File: config.mk
export PLATFORM = sky130hd
export DESIGN_NAME = bbr_cwu_ctrl
export DESIGN_NICKNAME = d
export VERILOG_FILES = /design/src/rtl/bbr_congestion_window_update_assert.svh /design/src/rtl/bbr_cwu_pkg.sv /design/src/rtl/bbr_cwu_ctrl.sv
export SDC_FILE = /design/constraint.sdc
export NUM_CORES = 1
export LEC_CHECK = 0
export BUFFER_PORTS_ARGS = -buffer_cell sky130_fd_sc_hd__buf_4
export CORE_MARGIN = 8
export CORE_UTILIZATION = 50
export CTS_BUF_LIST = sky130_fd_sc_hd__clkbuf_2 sky130_fd_sc_hd__clkbuf_4 sky130_fd_sc_hd__clkbuf_8
export CTS_CLUSTER_SIZE = 20
export DETAILED_ROUTE_END_ITERATION = 7
export GPL_TIMING_DRIVEN = 0
export PLACE_DENSITY_LB_ADDON = 0.1
export SLEW_MARGIN = 20
export SYNTH_ARGS = -nofsm -noshare
export SYNTH_HDL_FRONTEND = slang
export SYNTH_SLANG_ARGS = --single-unit
File: constraint.sdc
create_clock -name clk -period 3.2 [get_ports clk]
set_clock_uncertainty 0.1 [all_clocks]
set_input_delay 0.64 -clock clk [delete_from_list [all_inputs] [get_ports clk]]
set_output_delay 0.64 -clock clk [all_outputs]
set_load 0.05 [all_outputs]
File: src/rtl/bbr_congestion_window_update_assert.svh
// assertion macros for the congestion window block
`ifndef BBR_CONGESTION_WINDOW_UPDATE_ASSERT_SVH
`define BBR_CONGESTION_WINDOW_UPDATE_ASSERT_SVH

// same-cycle implication
`define BBR_ASSERT_NOW(lbl, ante, cons) \
	lbl: assert property (@(posedge clk) disable iff (!arst_n) (ante) |-> (cons)) \
		else $error("assertion failed");

// next-cycle implication
`define BBR_ASSERT_NEXT(lbl, ante, cons) \
	lbl: assert property (@(posedge clk) disable iff (!arst_n) (ante) |=> (cons)) \
		else $error("assertion failed");

`endif

File: src/rtl/bbr_cwu_pkg.sv
`timescale 1ns / 1ps
package bbr_cwu_pkg;

	localparam int IN_W  = 216;
	localparam int OUT_W = 88;

	localparam int GAIN_SHIFT = 8;
	localparam int RATE_SHIFT = 3;

	localparam logic [63:0] LOW_RATE    = 64'd9600000;
	localparam logic [63:0] HIGH_RATE   = 64'd192000000;
	localparam logic [63:0] QUANTUM_CAP = 64'd65536;
	localparam logic [19:0] US_PER_SEC  = 20'd1000000;
	localparam logic [19:0] MS_PER_SEC  = 20'd1000;
	localparam logic [63:0] U32_ALL     = 64'hFFFF_FFFF;

	localparam logic [15:0] WINDOW_GAIN_RST = 16'd512;
	localparam logic [15:0] PACING_GAIN_RST = 16'd256;
	localparam logic [31:0] INIT_WINDOW_RST = 32'd12000;

	localparam logic [1:0] REG_WINDOW_GAIN  = 2'd0;
	localparam logic [1:0] REG_PACING_GAIN  = 2'd1;
	localparam logic [1:0] REG_INIT_WINDOW  = 2'd2;

	typedef enum logic [3:0] {
		OP_NONE,
		OP_LOAD,
		OP_RATE_LO,
		OP_RATE_HI,
		OP_WHOLE_MUL,
		OP_FRAC_MUL,
		OP_BDP_MUL,
		OP_INIT_MUL,
		OP_FINISH
	} op_t;

	typedef enum logic [1:0] {
		DIV_QUANTUM,
		DIV_BDP,
		DIV_FRAC
	} div_sel_t;

	typedef struct packed {
		op_t      op;
		logic     div_start;
		div_sel_t div_sel;
	} cmd_t;

	typedef struct packed {
		logic div_busy;
		logic div_done;
		logic out_free;
	} stat_t;

	function automatic logic [31:0] sat32(input logic [63:0] v);
		return (v > U32_ALL) ? 32'hFFFF_FFFF : v[31:0];
	endfunction

endpackage

File: src/rtl/bbr_cwu_ctrl.sv
`timescale 1ns / 1ps
module bbr_cwu_ctrl (
	input  logic               clk,
	input  logic               arst_n,
	input  logic               in_valid,
	output logic               in_ready,
	input  bbr_cwu_pkg::stat_t stat,
	output bbr_cwu_pkg::cmd_t  cmd
);
	import bbr_cwu_pkg::*;

	typedef enum logic [13:0] {
		S_IDLE  = 14'b00000000000001,
		S_RLO   = 14'b00000000000010,
		S_RHI   = 14'b00000000000100,
		S_QDIV  = 14'b00000000001000,
		S_QWAIT = 14'b00000000010000,
		S_BDIV  = 14'b00000000100000,
		S_BWAIT = 14'b00000001000000,
		S_WMUL  = 14'b00000010000000,
		S_FMUL  = 14'b00000100000000,
		S_FDIV  = 14'b00001000000000,
		S_FWAIT = 14'b00010000000000,
		S_BMUL  = 14'b00100000000000,
		S_IMUL  = 14'b01000000000000,
		S_FIN   = 14'b10000000000000
	} state_t;

	state_t st_q, st_n;

	always_comb begin
		st_n          = st_q;
		cmd.op        = OP_NONE;
		cmd.div_start = 1'b0;
		cmd.div_sel   = DIV_QUANTUM;
		in_ready      = 1'b0;
		case (st_q)
			S_IDLE: begin
				in_ready = 1'b1;
				if (in_valid) begin
					cmd.op = OP_LOAD;
					st_n   = S_RLO;
				end
			end
			S_RLO: begin
				cmd.op = OP_RATE_LO;
				st_n   = S_RHI;
			end
			S_RHI: begin
				cmd.op = OP_RATE_HI;
				st_n   = S_QDIV;
			end
			S_QDIV: begin
				cmd.div_start = 1'b1;
				cmd.div_sel   = DIV_QUANTUM;
				st_n          = S_QWAIT;
			end
			S_QWAIT: if (stat.div_done) st_n = S_BDIV;
			S_BDIV: begin
				cmd.div_start = 1'b1;
				cmd.div_sel   = DIV_BDP;
				st_n          = S_BWAIT;
			end
			S_BWAIT: if (stat.div_done) st_n = S_WMUL;
			S_WMUL: begin
				cmd.op = OP_WHOLE_MUL;
				st_n   = S_FMUL;
			end
			S_FMUL: begin
				cmd.op = OP_FRAC_MUL;
				st_n   = S_FDIV;
			end
			S_FDIV: begin
				cmd.div_start = 1'b1;
				cmd.div_sel   = DIV_FRAC;
				st_n          = S_FWAIT;
			end
			S_FWAIT: if (stat.div_done) st_n = S_BMUL;
			S_BMUL: begin
				cmd.op = OP_BDP_MUL;
				st_n   = S_IMUL;
			end
			S_IMUL: begin
				cmd.op = OP_INIT_MUL;
				st_n   = S_FIN;
			end
			S_FIN: begin
				// wait for room in the output register
				cmd.op = OP_FINISH;
				if (stat.out_free) st_n = S_IDLE;
			end
			default: st_n = S_IDLE;
		endcase
	end

	always_ff @(posedge clk or negedge arst_n) begin
		if (!arst_n)
			st_q <= S_IDLE;
		else
			st_q <= st_n;
	end
endmodule

==> flow_summary.toml, run 1 <==
[outcome]
status = "finished, final reports clean"

[synthesis]
synth_area_leaders = "dfrtp_1 35%, nor4b_1 5.7%, nor3_1 4.8%, nor4_4 4.6%, nand4_1 3.4%"
synth_top_area_cell = "dfrtp_1"
syn-num-nets = 105
synth_top_area_share_pct = 34.99
avgSynthCellArea_sq_um = 9.390
synthCells = 99
synthesis.area_sq_um = 929.6
yosys_warnings = 0
ys_ff_latch = 14
synth.distinct_cells = 39
ys_seq_area_share_pct = 37.82

[floorplanning]
die_x_um = 59.12
std_cell_rows = 15
start_util_pct = 53.26
ioPinCount = 14
die_height_um = 59.12
dieArea_sq_um = 3495
core_sq_um = 1745

[clock_tree]
clock-sinks = 14
clk_latency_ns = 0.29
clk_path_buf_depth = 2
cts_made_buffers = 3
cts_root_buf = "clkbuf_4"
cts_tree = "done"
clkSlewWorstSetupHoldPaths_ns = 0.09
cts_hold_repair.buffers = 0
htreeDepth = 1

[placement]
place_inst = 136
place_area_sq_um = 1051
dp_hpwl_mm = 1.604
gp_congestion = 0.9047
io_buffer_count = 12
place_worst_setup_slack_ns = 0.4454

[timing]
rsz0062_at_grt = "no"
hold_viol = 0
period_needed_ns = 3.098
worst_slew_pin_slew_ns = 0.7689
setup_ws_ns = 0.1017
slew_headroom_pct = 47.42
tns_ns = 0
period_share_pct = 96.82
hold_ws_ns = 0.07803
setup_viol_count_final = 0
maxSlewViolCount = 0
fmax_mhz = 322.8

[power]
p_int_uw = 408.3
power.leakage_nw = 0.5698
seqPwrFrac_pct = 30.1
p_comb_share_pct = 54.7
pwr-share-clk_pct = 15.2
power_uw = 757.3
power.density_nw_per_um2 = 694.1
switching_share_pct = 46.08
ir_drop_v = 0.0002819
p_sw_uw = 349.0

[layout]
syn_to_final_growth_pct = 17.36
post-route-cell-area_sq_um = 1091
largestRegisters = "st_q: 14 flops"
largest_reg_flops = 14
layout.nets = 123
final_cell_count_no_fill = 141
drive_above_1_share_pct = 28.45
antenna_cells = 0
top_register = "st_q"
mostFrequentLayoutCells = "13 x buf_4, 13 x dfrtp_1, 9 x nor3_1"
utilization_pct = 62.51

[detailed_routing]
ant_nets = 0
dr.pass1.iters = 4
routedWlPerCell_um = 15.26
drc = 0
vias = 836
wl_mm = 2.152
avgViaCountPerCell = 5.929
drt-initial-drc-count = 38

[job]
drv_cap = 0

[grt]
global_route.overflow_total = 0
antenna_found_initial = 0
grtUsageTotal_pct = 13.34
grt_pass1_wl_mm = 3.574
grt_max_degree = 15
grt_pass1_vias = 814

[setup_path]
crit_chain = "buf_6 > or4_1 > buf_2 > or4_4 > nor3b_2 > buf_4"
max_stage_delay_ns = 0.49
cp_slowest_cell = "or4_1"
worstSetupPathType = "reg -> out"
startpoint_type = "flop"
crit_path_max_fanout = 7
cp.required_ns = 2.46
cp.arrival_ns = 2.36
end_kind = "output pin"

[min_path]
holdCritPathClass = "in -> async"
## per-layer routing
metal / wire length [um] / global-route usage [%] / vias to the layer above
li1: - / - / 419
met1: 971 / 16.96 / 372
met2: 943 / 20.09 / 38
met3: 182 / 2.820 / 7
met4: 55 / 7.850 / 0
met5: 0 / 0 / -
## critical path: cells and delay by family (launching register included)
kind                   cells  cell delay (ns)
buffers and inverters      3             0.53
DFF                        1             0.38
and+or+nand+nor            3             1.15
## timing repair
item                       4_1_cts  5_1_grt
setup buffers                    0        1
setup endpoints to repair        0        2
resized for setup                0        1
## final cells by class
| cell class | instances | area (sq um) |
|---|---|---|
| clock buffer | 4 | 30.03 |
| sequential | 14 | 351.6 |
| timing repair buffer | 13 | 97.59 |
| fill | 157 | 654.4 |
| buffer | 6 | 33.78 |
| multi-input combinational | 76 | 535.5 |
| tap | 25 | 31.28 |
| inverter | 3 | 11.26 |
## cell families after synthesis
group,synth area share [%]
compound gates,11.98
xor+xnor,3.769
buf+inv,4.845
simple gates,41.59
flops,37.82
## worst paths after layout
path                          from  endpoint  slack (ns)  depth (start not counted)
hold reg to reg            st_q[9]   st_q[9]        0.42                          1
setup reg to reg           st_q[3]   st_q[7]        0.84                          6
setup / recovery           st_q[3]    cmd[0]        0.10                          6
hold / removal              arst_n  st_q[13]        0.08                          1
max in group asynchronous   arst_n   st_q[0]        2.67                          1
min in group clk           st_q[9]   st_q[9]        0.42                          1
## power by group through the flow
stage,clock (mW),combinational [mW],sequential (mW)
floorplan,0,0.309,0.225
global placement,0,0.405,0.231
detailed placement,0,0.403,0.232
CTS,0.119,0.407,0.228
global route,0.121,0.450,0.233
finish,0.115,0.414,0.228
## Yosys cell counts
master      n
a2111o_1    1
a2111oi_0   1
a211o_2     1
a21o_1      3
a21oi_1     1
a32o_1      1
and3_1      2
and4b_1     1
buf_2       3
buf_6       1
clkbuf_1    2
dfrtp_1    13
dfstp_2     1
inv_1       3
nand2_1     8
nand2_2     1
nand3_1     2
nand3b_1    1
nand4_1     5
nand4b_1    1
nor2_1      7
nor2b_1     1
nor3_1      9
nor3_2      1
nor3b_2     1
nor4_1      2
nor4_4      2
nor4b_1     6
o211ai_1    1
o211ai_2    1
o21ai_0     1
o22ai_1     3
or2_2       1
or3_1       1
or3b_2      1
or4_1       4
or4_4       1
xnor2_1     1
xor2_1      3
No activity file was read; power rests on OpenSTA's default activity.
==> inputs of run 2 (changes only) <==
Settings changed: CTS_BUF_LIST sky130_fd_sc_hd__clkbuf_2 sky130_fd_sc_hd__clkbuf_4 sky130_fd_sc_hd__clkbuf_8 to sky130_fd_sc_hd__clkbuf_8.
==> run 2 against run 1 <==
  * Wire length up 2.0%
  * Clock power up 27%
  * Sequential share of layout area down 0.37 points
  * Register-to-register slack about the same
  * Die area unchanged
  * Worst setup slack better by 0.041 ns
==> flow_summary.toml, run 2 (synthesis results as in run 1) <==
[layout]
largest_reg_flops = 14
mostFrequentLayoutCells = "13 x buf_4, 13 x dfrtp_1, 9 x nor3_1"
drive_above_1_share_pct = 26.72
largestRegisters = "st_q: 14 flops"
top_register = "st_q"
utilization_pct = 63.23
layout.nets = 123
antenna_cells = 0
nFillCells = 154
syn_to_final_growth_pct = 18.71

[timing]
period_share_pct = 95.54
hold_viol = 0
maxSlewViolCount = 0
period_needed_ns = 3.057
setup_viol_count_final = 0
rsz0062_at_grt = "no"
slew_headroom_pct = 48.60
tns_ns = 0
fmax_mhz = 327.1
worst_slew_pin_slew_ns = 0.7516

[floorplanning]
ioPinCount = 14
die_x_um = 59.12
core_sq_um = 1745
dieArea_sq_um = 3495
die_height_um = 59.12
start_util_pct = 53.26
std_cell_rows = 15

[grt]
grt_pass1_vias = 822
antenna_found_initial = 0
grtUsageTotal_pct = 13.74
grt_max_degree = 15
grt_pass1_wl_mm = 3.650
global_route.overflow_total = 0

[power]
p_comb_share_pct = 52.4
pwr-share-clk_pct = 18.5
seqPwrFrac_pct = 29.0
p_int_uw = 434.7
power.leakage_nw = 0.5783
ir_drop_v = 0.0003001
power.density_nw_per_um2 = 713.3
switching_share_pct = 44.78
p_sw_uw = 352.5

[clock_tree]
clock-sinks = 14
cts_made_buffers = 3
htreeDepth = 1
clk_path_buf_depth = 2
cts_tree = "done"
cts_root_buf = "clkbuf_8"
clk_latency_ns = 0.25
clkSlewWorstSetupHoldPaths_ns = 0.06

[setup_path]
startpoint_type = "flop"
cp.required_ns = 2.46
cp.arrival_ns = 2.32
end_kind = "output pin"
crit_path_max_fanout = 7
worstSetupPathType = "reg -> out"
r2r_cells = 6

[detailed_routing]
drc = 0
drt-initial-drc-count = 32
vias = 822
routedWlPerCell_um = 15.57
avgViaCountPerCell = 5.830
dr.pass1.iters = 4
ant_nets = 0
wl_mm = 2.196

[placement]
gp_congestion = 0.9047
io_buffer_count = 12
dp_hpwl_mm = 1.604

[outcome]
status = "finished, final reports clean"

[min_path]
holdCritPathClass = "in -> async"

[job]
drv_cap = 0
## run 2: changes by cell type in the layout (fill, tap and decap cells not counted)
cell / delta
clkbuf_8: +3
nor2_2: -1
nor2_1: +1
inv_1: +1
clkbuf_4: -4
## run 2: final cells by class
cell class                 count  area (sq um)  share of cell area [%]
clock inverter                 1         3.754                  0.3401
timing repair buffer          13         97.59                   8.844
inverter                       3         11.26                   1.020
buffer                         6         33.78                   3.061
tap                           25         31.28                   2.834
clock buffer                   3         41.29                   3.741
multi-input combinational     76         533.0                   48.30
sequential                    14         351.6                   31.86
## run 2: worst paths after layout
check / startpoint / to / slack, ns
min in group clk: st_q[9] / st_q[9] / 0.42
setup reg to reg: st_q[3] / st_q[5] / 0.85
setup / recovery: st_q[3] / cmd[0] / 0.14
hold / removal: arst_n / st_q[13] / 0.13
max in group asynchronous: arst_n / st_q[0] / 2.63
hold reg to reg: st_q[9] / st_q[9] / 0.42
## run 2: power groups by stage
stage                     clock (mW)  combinational [mW]  sequential [mW]
after floorplan                    0               0.309            0.225
after global placement             0               0.405            0.231
after detailed placement           0               0.403            0.232
after CTS                      0.152               0.407            0.229
after global routing           0.155               0.446            0.233
final                          0.146               0.413            0.228
## run 2: worst max-delay path, cell delays in order (launching register included)
cell and delay (ns):
dfrtp_1 0.37, buf_6 0.13, or4_1 0.49, buf_2 0.17, or4_4 0.44, nor3b_2 0.23, buf_4 0.23
## run 2: what timing repair did
item                       in CTS  in global routing
setup endpoints to repair       0                  2
buffers inserted                0                  1
hold buffers                    0                  0
resized for setup               0                  0
## run 2: metrics by stage
stage,hold WS [ns],instances,total power [mW],area (sq um),setup WS (ns)
floorplan,0.2444,99,0.5342,929.6,0.2098
CTS,0.1299,140,0.7871,1096,0.1494
global placement,0.3939,136,0.6352,1051,0.4443
global route,0.1455,141,0.8343,1104,0.00006217
detailed placement,0.3998,136,0.6348,1051,0.4454
finish,0.1257,141,0.7871,1104,0.1426
## run 2: metal layers
layer | global-route usage [%] | wire (um) | up-vias | part of all wire [%]
li1 | - | - | 416 | -
met4 | 7.850 | 48 | 0 | 2.2
met1 | 16.83 | 984 | 359 | 45
met3 | 3.471 | 164 | 5 | 7.5
met2 | 21.18 | 999 | 42 | 45
met5 | 0 | 0 | - | 0
